`config.mk`:
```
export PLATFORM = sky130hd
export DESIGN_NAME = byte_pattern_search
export DESIGN_NICKNAME = d
export VERILOG_FILES = /design/src/design/bps_pkg.sv /design/src/design/byte_pattern_search.sv /design/src/design/bps_cell.sv
export SDC_FILE = /design/constraint.sdc
export NUM_CORES = 2
export LEC_CHECK = 0
export ABC_CLOCK_PERIOD_IN_PS = 12700
export BUFFER_PORTS_ARGS = -buffer_cell sky130_fd_sc_hd__buf_2
export CAP_MARGIN = 15
export CORE_MARGIN = 2
export CORE_UTILIZATION = 63
export DETAILED_ROUTE_END_ITERATION = 10
export PLACE_DENSITY = 0.88
export SLEW_MARGIN = 40
export SYNTH_ARGS = -nofsm -noshare
export SYNTH_HDL_FRONTEND = slang
export SYNTH_SLANG_ARGS = --single-unit
```
`constraint.sdc`:
```
create_clock -name clk -period 12.7 [get_ports clk]
set_clock_uncertainty 0.05 [all_clocks]
set_input_delay 0.635 -clock clk [delete_from_list [all_inputs] [get_ports clk]]
set_output_delay 0.635 -clock clk [all_outputs]
set_load 0.05 [all_outputs]
```
`src/design/bps_pkg.sv`:
```
// bps_pkg: shared types and constants of the byte pattern search block
// used by bps_cell and byte_pattern_search; depends on nothing
`default_nettype none
package bps_pkg;

	localparam int LEN_W    = 7;
	localparam int IDX_W    = 6;
	localparam int BYTE_W   = 8;
	localparam int S_DATA_W = 16;
	localparam int OUT_W    = 32;
	localparam int ADDR_W   = 2;
	localparam int APB_W    = 32;

	localparam logic [ADDR_W-1:0] REG_PATTERN_LENGTH = 2'd0;

	typedef enum logic {
		OP_LOAD = 1'b0,
		OP_TEXT = 1'b1
	} op_t;

	typedef struct packed {
		logic             shift;
		logic             clear;
		logic             rotate;
		logic [LEN_W-1:0] len_eff;
	} bps_ctrl_t;

endpackage
`default_nettype wire

```
`src/design/byte_pattern_search.sv`:
```
// byte_pattern_search: streaming exact byte pattern search over a row of cells
// depends on bps_pkg and bps_cell
//
// usage: load pattern bytes with s_tuser = 0 (index in s_tdata[5:0], byte in
// s_tdata[13:6]), set pattern_length over the APB port, then stream text
// bytes with s_tuser = 1 and s_tlast on the final byte of a region.
// the first full match in a region gives one word on the master side with
// m_tuser = 1 and the match start offset in m_tdata; a region that ends
// without a match gives m_tuser = 0 and m_tdata = 0.
// throughput is one word per cycle while s_tready is high: every cell
// compares its byte in the cycle the word is taken and the result lands in
// the output register, visible in the cycle after the text byte is accepted.
// the output register lets a new word in while no result is held or the
// held one is being taken; s_tready drops when m_tready is low with a
// result held, and also while the pattern ring rotates.
// after a pattern_length write the pattern ring in the cells rotates one
// position per cycle until it lines up with the new length, with s_tready
// low meanwhile.
// reset clears the text row, the byte count and the match flag, and sets
// pattern_length to 1; pattern bytes are undefined until loaded.
`default_nettype none
module byte_pattern_search #(
	parameter int MAX_PATTERN = 64,
	parameter int OFFSET_BITS = 32
) (
	input  wire logic                        clk,
	input  wire logic                        arst_n,
	input  wire logic                        s_tvalid,
	output logic                             s_tready,
	// pattern_index [5:0], data_byte [13:6], zero [15:14]
	input  wire logic [bps_pkg::S_DATA_W-1:0] s_tdata,
	// operation
	input  wire logic                        s_tuser,
	input  wire logic                        s_tlast,
	output logic                             m_tvalid,
	input  wire logic                        m_tready,
	// match_offset [31:0]
	output logic      [bps_pkg::OUT_W-1:0]   m_tdata,
	// found
	output logic                             m_tuser,
	input  wire logic                        psel,
	input  wire logic                        penable,
	input  wire logic                        pwrite,
	input  wire logic [bps_pkg::ADDR_W-1:0]  paddr,
	input  wire logic [bps_pkg::APB_W-1:0]   pwdata,
	output logic      [bps_pkg::APB_W-1:0]   prdata,
	output logic                             pready
);
	import bps_pkg::*;

	localparam int PW = (MAX_PATTERN > 1) ? $clog2(MAX_PATTERN) : 1;
	localparam int DW = (OFFSET_BITS > OUT_W) ? OFFSET_BITS : OUT_W;
	localparam logic [8:0] MaxC = 9'(MAX_PATTERN);

	logic [LEN_W-1:0]       len_q;
	logic [LEN_W-1:0]       len_eff;
	logic [PW-1:0]          top_q;
	logic                   aligned;
	logic                   cfg_we;
	logic                   out_free;
	logic                   acc;
	logic                   acc_text;
	logic                   acc_load;
	op_t                    op;
	logic [IDX_W-1:0]       ld_idx;
	logic [BYTE_W-1:0]      data;
	logic                   ld_ok;
	logic [8:0]             ld_diff;
	logic [PW-1:0]          ld_pos;
	bps_ctrl_t              ctrl;
	logic [BYTE_W-1:0]      win_q [MAX_PATTERN];
	logic [BYTE_W-1:0]      pat_q [MAX_PATTERN];
	logic [MAX_PATTERN-1:0] valid_vec;
	logic [MAX_PATTERN-1:0] hit_vec;
	logic                   match;
	logic [OFFSET_BITS-1:0] cnt_q;
	logic [OFFSET_BITS-1:0] cnt_next;
	logic                   reported_q;
	logic                   hit_new;
	logic                   res_valid;
	logic [DW-1:0]          ofs_wide;
	logic                   m_valid_q;
	logic                   m_found_q;
	logic [OUT_W-1:0]       m_ofs_q;

	// configuration port
	assign pready = 1'b1;
	assign cfg_we = psel && penable && pwrite && (paddr == REG_PATTERN_LENGTH);
	assign prdata = (paddr == REG_PATTERN_LENGTH) ? APB_W'(len_q) : '0;

	always_ff @(posedge clk or negedge arst_n) begin
		if (!arst_n) begin
			len_q <= LEN_W'(1);
		end else if (cfg_we) begin
			len_q <= pwdata[LEN_W-1:0];
		end
	end

	always_comb begin
		if (len_q == '0) begin
			len_eff = LEN_W'(1);
		end else if ({2'b00, len_q} > MaxC) begin
			len_eff = LEN_W'(MAX_PATTERN);
		end else begin
			len_eff = len_q;
		end
	end

	// pattern ring alignment: cell j holds pattern byte (top - j) mod MAX_PATTERN
	assign aligned = (9'(top_q) == ({2'b00, len_eff} - 9'd1));

	always_ff @(posedge clk or negedge arst_n) begin
		if (!arst_n) begin
			top_q <= '0;
		end else if (!aligned) begin
			top_q <= (9'(top_q) == (MaxC - 9'd1)) ? '0 : top_q + 1'b1;
		end
	end

	// input handshake
	assign out_free = !m_valid_q || m_tready;
	assign s_tready = aligned && out_free;
	assign acc      = s_tvalid && s_tready;
	assign op       = op_t'(s_tuser);
	assign acc_text = acc && (op == OP_TEXT);
	assign acc_load = acc && (op == OP_LOAD);
	assign ld_idx   = s_tdata[IDX_W-1:0];
	assign data     = s_tdata[IDX_W+BYTE_W-1:IDX_W];

	assign ld_ok   = 9'(ld_idx) < MaxC;
	assign ld_diff = (9'(top_q) >= 9'(ld_idx)) ? 9'(top_q) - 9'(ld_idx)
		: 9'(top_q) + MaxC - 9'(ld_idx);
	assign ld_pos  = ld_diff[PW-1:0];

	assign ctrl.shift   = acc_text;
	assign ctrl.clear   = acc_text && s_tlast;
	assign ctrl.rotate  = !aligned;
	assign ctrl.len_eff = len_eff;

	// row of cells
	for (genvar j = 0; j < MAX_PATTERN; j++) begin : g_cell
		localparam int PREV = (j == 0) ? MAX_PATTERN - 1 : j - 1;
		logic [BYTE_W-1:0] byte_in;
		logic              valid_in;

		if (j == 0) begin : g_head
			assign byte_in  = data;
			assign valid_in = 1'b1;
		end else begin : g_body
			assign byte_in  = win_q[j-1];
			assign valid_in = valid_vec[j-1];
		end

		bps_cell #(
			.IDX(j)
		) u_cell (
			.clk      (clk),
			.arst_n   (arst_n),
			.ctrl     (ctrl),
			.byte_in  (byte_in),
			.valid_in (valid_in),
			.pat_in   (pat_q[PREV]),
			.pat_we   (acc_load && ld_ok && (ld_pos == PW'(j))),
			.pat_wdata(data),
			.byte_q   (win_q[j]),
			.valid_q  (valid_vec[j]),
			.pat_q    (pat_q[j]),
			.hit      (hit_vec[j])
		);
	end

	assign match = &hit_vec;

	// region bookkeeping
	assign cnt_next  = (&cnt_q) ? cnt_q : cnt_q + 1'b1;
	assign hit_new   = match && !reported_q;
	assign res_valid = acc_text && (hit_new || (s_tlast && !reported_q));
	assign ofs_wide  = DW'(cnt_next) - DW'(len_eff);

	always_ff @(posedge clk or negedge arst_n) begin
		if (!arst_n) begin
			cnt_q      <= '0;
			reported_q <= 1'b0;
		end else if (acc_text) begin
			cnt_q      <= s_tlast ? '0 : cnt_next;
			reported_q <= s_tlast ? 1'b0 : (reported_q || hit_new);
		end
	end

	// output register
	always_ff @(posedge clk or negedge arst_n) begin
		if (!arst_n) begin
			m_valid_q <= 1'b0;
		end else if (out_free) begin
			m_valid_q <= res_valid;
		end
	end

	always_ff @(posedge clk) begin
		if (out_free && res_valid) begin
			m_found_q <= hit_new;
			m_ofs_q   <= hit_new ? ofs_wide[OUT_W-1:0] : '0;
		end
	end

	assign m_tvalid = m_valid_q;
	assign m_tuser  = m_found_q;
	assign m_tdata  = m_ofs_q;

`ifndef NO_ASSERTIONS
	a_valid_thermo: assert property (@(posedge clk) disable iff (!arst_n)
		((valid_vec >> 1) & ~valid_vec) == '0)
		else $error("text valid bits not contiguous");

	a_reported_set: assert property (@(posedge clk) disable iff (!arst_n)
		acc_text && hit_new && !s_tlast |=> reported_q)
		else $error("match not recorded");

	a_miss_zero: assert property (@(posedge clk) disable iff (!arst_n)
		m_tvalid && !m_tuser |-> m_tdata == '0)
		else $error("not-found word with nonzero offset");

	a_no_take_unaligned: assert property (@(posedge clk) disable iff (!arst_n)
		$past(cfg_we) && (pwdata[LEN_W-1:0] != $past(len_q)) && !aligned |-> !s_tready)
		else $error("word taken while pattern ring rotates");
`endif

endmodule
`default_nettype wire

```
`src/design/bps_cell.sv`:
```
// bps_cell: one position of the search row: text byte, valid bit and
// aligned pattern byte, with its compare; depends on bps_pkg
`default_nettype none
module bps_cell #(
	parameter int IDX = 0
) (
	input  wire logic                      clk,
	input  wire logic                      arst_n,
	input  wire bps_pkg::bps_ctrl_t        ctrl,
	input  wire logic [bps_pkg::BYTE_W-1:0] byte_in,
	input  wire logic                      valid_in,
	input  wire logic [bps_pkg::BYTE_W-1:0] pat_in,
	input  wire logic                      pat_we,
	input  wire logic [bps_pkg::BYTE_W-1:0] pat_wdata,
	output logic      [bps_pkg::BYTE_W-1:0] byte_q,
	output logic                           valid_q,
	output logic      [bps_pkg::BYTE_W-1:0] pat_q,
	output logic                           hit
);
	import bps_pkg::*;

	localparam logic [8:0] IdxC = 9'(IDX);

	logic in_use;

	assign in_use = {2'b00, ctrl.len_eff} > IdxC;
	assign hit    = !in_use || (valid_in && (byte_in == pat_q));

	always_ff @(posedge clk or negedge arst_n) begin
		if (!arst_n) begin
			valid_q <= 1'b0;
		end else if (ctrl.shift) begin
			valid_q <= ctrl.clear ? 1'b0 : valid_in;
		end
	end

	always_ff @(posedge clk) begin
		if (ctrl.shift) begin
			byte_q <= byte_in;
		end
		if (ctrl.rotate) begin
			pat_q <= pat_in;
		end else if (pat_we) begin
			pat_q <= pat_wdata;
		end
	end

endmodule
`default_nettype wire
```
==> results.cfg <==
[run_status]
status = finished clean

[grt]
gr-total-overflow = 0
grt_start_max_net_pins = 176
track_usage = 0.2994
antenna_found_initial = 4
grt_pass1_wl_mm = 184.8
grt_pass1_vias = 31020

[synthesis]
ys_ff_latch = 1159
syn_area_per_cell_um2 = 14.03
async_flop_share = 0.09491
ys_warn_count = 0
ys_types = 84
synth_top_area_frac = 0.6261
syn_area_mm2 = 0.05031
netlist_top_cells_count = 1049 x edfxtp_1, 519 x a21o_1, 400 x xnor2_1, 237 x nand2_1, 174 x xor2_1
synth_most_common_cell = edfxtp_1
synth_edf_count = 1049
yosysSeqAreaShare = 0.6809
synth.largest_area_cell = edfxtp_1
ys.flop_type = edfxtp_1
netlist_instances = 3585
synthTopCellsByArea = edfxtp_1 63%, a21o_1 7.7%, xnor2_1 7.0%

[pwr]
p_sw_frac = 0.2932
power_frac_seq = 0.510
clkPwrFrac = 0.275
switchingPower_mw = 3.577
combPwrFrac = 0.215
p_int_mw = 8.624
finalPower_mw = 12.20
leakage_nw = 21.31
power.density_mw_per_mm2 = 220.7
peakVddDrop_v = 0.0001695

[floorplan]
start_util = 0.6368
core-area_mm2 = 0.07900
pin_count = 127
die_h_um = 286.6
die_w_um = 286.6
fp.dieArea_mm2 = 0.08213
rows = 103

[cells_and_area]
drive_gt1_frac = 0.09137
area.growth.synth_to_final_pct = 9.911
final_core_util = 0.7000
nets = 3690

[sta]
finalSetupViolCount = 0
hold_viol = 0
max_freq_mhz = 160.0
finalCriticalPeriod_ns = 6.251
finalSetupTns_ns = 0
rsz0062_at_grt = false
max_slew_margin = 0.3906
period_share = 0.4922
worst_pin_slew_ns = 0.9071
fin_hold_ws_ns = 0.1039
drv_slew = 0

[drt]
viasPerCell = 6.503
vias = 30980
drt-total-wl_mm = 123.5
wl_per_cell_um = 25.93
post-route-drc-count = 0
dr.pass1.iters = 6
drt-initial-drc-count = 4241
ant_nets = 0

[clock_tree]
post_cts_resized = 0
cts_sinks = 1159
clk_pin_slew_ns = 0.06
clkLatencyLatePin_ns = 0.70
cts_buffers = 111
clock_path_buffers = 3
cts_max_level = 3
cts_root_buf = clkbuf_16
cts_tree = built

[flow_run]
maxCapViolations = 0

[setup_path]
critical_path_class = reg2reg
worstPathRequired_ns = 12.96
cp-start-kind = register
worstPathArrival_ns = 6.51
end_kind = register
crit_fanout = 175

[worst_hold_path]
holdCritPathClass = in2reg

[placed_design]
port_buffers = 73
place_hpwl_mm = 77.10
gp_congestion = 0.9346
logic make-up after synthesis:
family                     Yosys count  synth area share
DFF                               1159            0.6809
AOI/OAI and AO/OA                  867            0.1191
and+or+nand+nor                    707           0.07120
xor gates and xnor gates           574           0.09993
buffers and inverters              247           0.02156
adders and majority gates           20          0.005272
muxes                                9          0.001965
other                                2         0.0001493
stage by stage:
| stage | instance area (um2) | setup WS (ns) | instances |
|---|---|---|---|
| 6_report | 55300 | 6.449 | 4763 |
| 5_1_grt | 55290 | 6.066 | 4762 |
| 4_1_cts | 55230 | 6.621 | 4760 |
| 3_5_place_dp | 51530 | 6.613 | 4547 |
| 3_3_place_gp | 51420 | 6.474 | 4545 |
| 2_1_floorplan | 50400 | 3.086 | 3609 |
area by class of cell:
class                           count  area (um2)
Sequential cell                  1159       34250
Inverter                           23       93.84
Tap cell                         1050        1314
Fill cell                        4796       23700
Antenna cell                        3       7.507
Timing Repair Buffer              113       780.7
Clock inverter                     49       528.0
Clock buffer                      163        3164
Multi-Input combinational cell   2203       15150
layer usage:
metal  routed length (um)  share of wire  global-route usage
met1                44900           0.36              0.3906
met2                59320           0.48              0.4820
met3                13540           0.11             0.07051
met4                 5727          0.046              0.1356
met5                   26        0.00021                   0
sequential cells by signal, indices dropped and copies added (netlist names):
signal and count:
g_cell.u_cell.pat_q 512, g_cell.u_cell.byte_q 504, g_cell.u_cell.valid_q 63, cnt_q 32, m_tdata 32, len_q 7, top_q 6, m_tuser 1
m_tvalid 1, reported_q 1
final timing paths:
path                                        startpoint                          end  slack, ns  cells after the start
setup / recovery                              len_q[5]  g_cell[27].u_cell.byte_q[0]       6.45                     17
hold / removal                             s_tdata[10]   g_cell[0].u_cell.byte_q[4]       0.10                      1
hold reg to reg            g_cell[60].u_cell.byte_q[1]  g_cell[61].u_cell.byte_q[1]       0.41                      0
setup reg to reg                              len_q[5]  g_cell[27].u_cell.byte_q[0]       6.45                     17
max in group asynchronous                       arst_n    g_cell[10].u_cell.valid_q      10.89                      3
min in group asynchronous                       arst_n                    cnt_q[13]       0.46                      2
what timing repair did:
action	in CTS	in global routing
hold endpoints to repair	65	0
buffers inserted	0	0
hold buffers	1	0
placed cells by master (no fill, tap or decap), drive strengths merged, types with 21 or more instances in the layout:
master and n:
conb 26, a21oi 41, nor3 67, dfrtp 109
o31ai 32, nor2 80, and3 22, nand4 94
nand3 83, a21o 519, inv 30, o21ai 187
xnor2 400, edfxtp 1049, clkinv 29, and2 21
nor4 47, nand2 237, xor2 174, buf 112
clkbuf 163
critical path: stages, from the launching register on:
cell	delay, ns
dfrtp_1	0.36
buf_4	0.20
inv_1	0.54
a21oi_2	0.15
nor2_4	0.27
inv_1	0.12
ha_1	0.27
xor2_1	0.15
a21oi_1	0.07
o21ai_0	0.17
nand4_1	0.15
nor4_2	0.23
buf_4	0.35
nand4_1	0.21
buf_12	0.34
inv_8	0.51
buf_4	0.74
buf_6	0.70
power groups by stage:
| stage | sequential [mW] | clock (mW) | combinational (mW) |
|---|---|---|---|
| after floorplan | 5.99 | 0 | 1.93 |
| after global placement | 6.18 | 0 | 2.40 |
| after detailed placement | 6.24 | 0 | 2.51 |
| after CTS | 6.20 | 3.36 | 2.58 |
| after global routing | 6.30 | 3.51 | 2.80 |
| final | 6.23 | 3.35 | 2.62 |
Power figures use the tool's default switching activity.
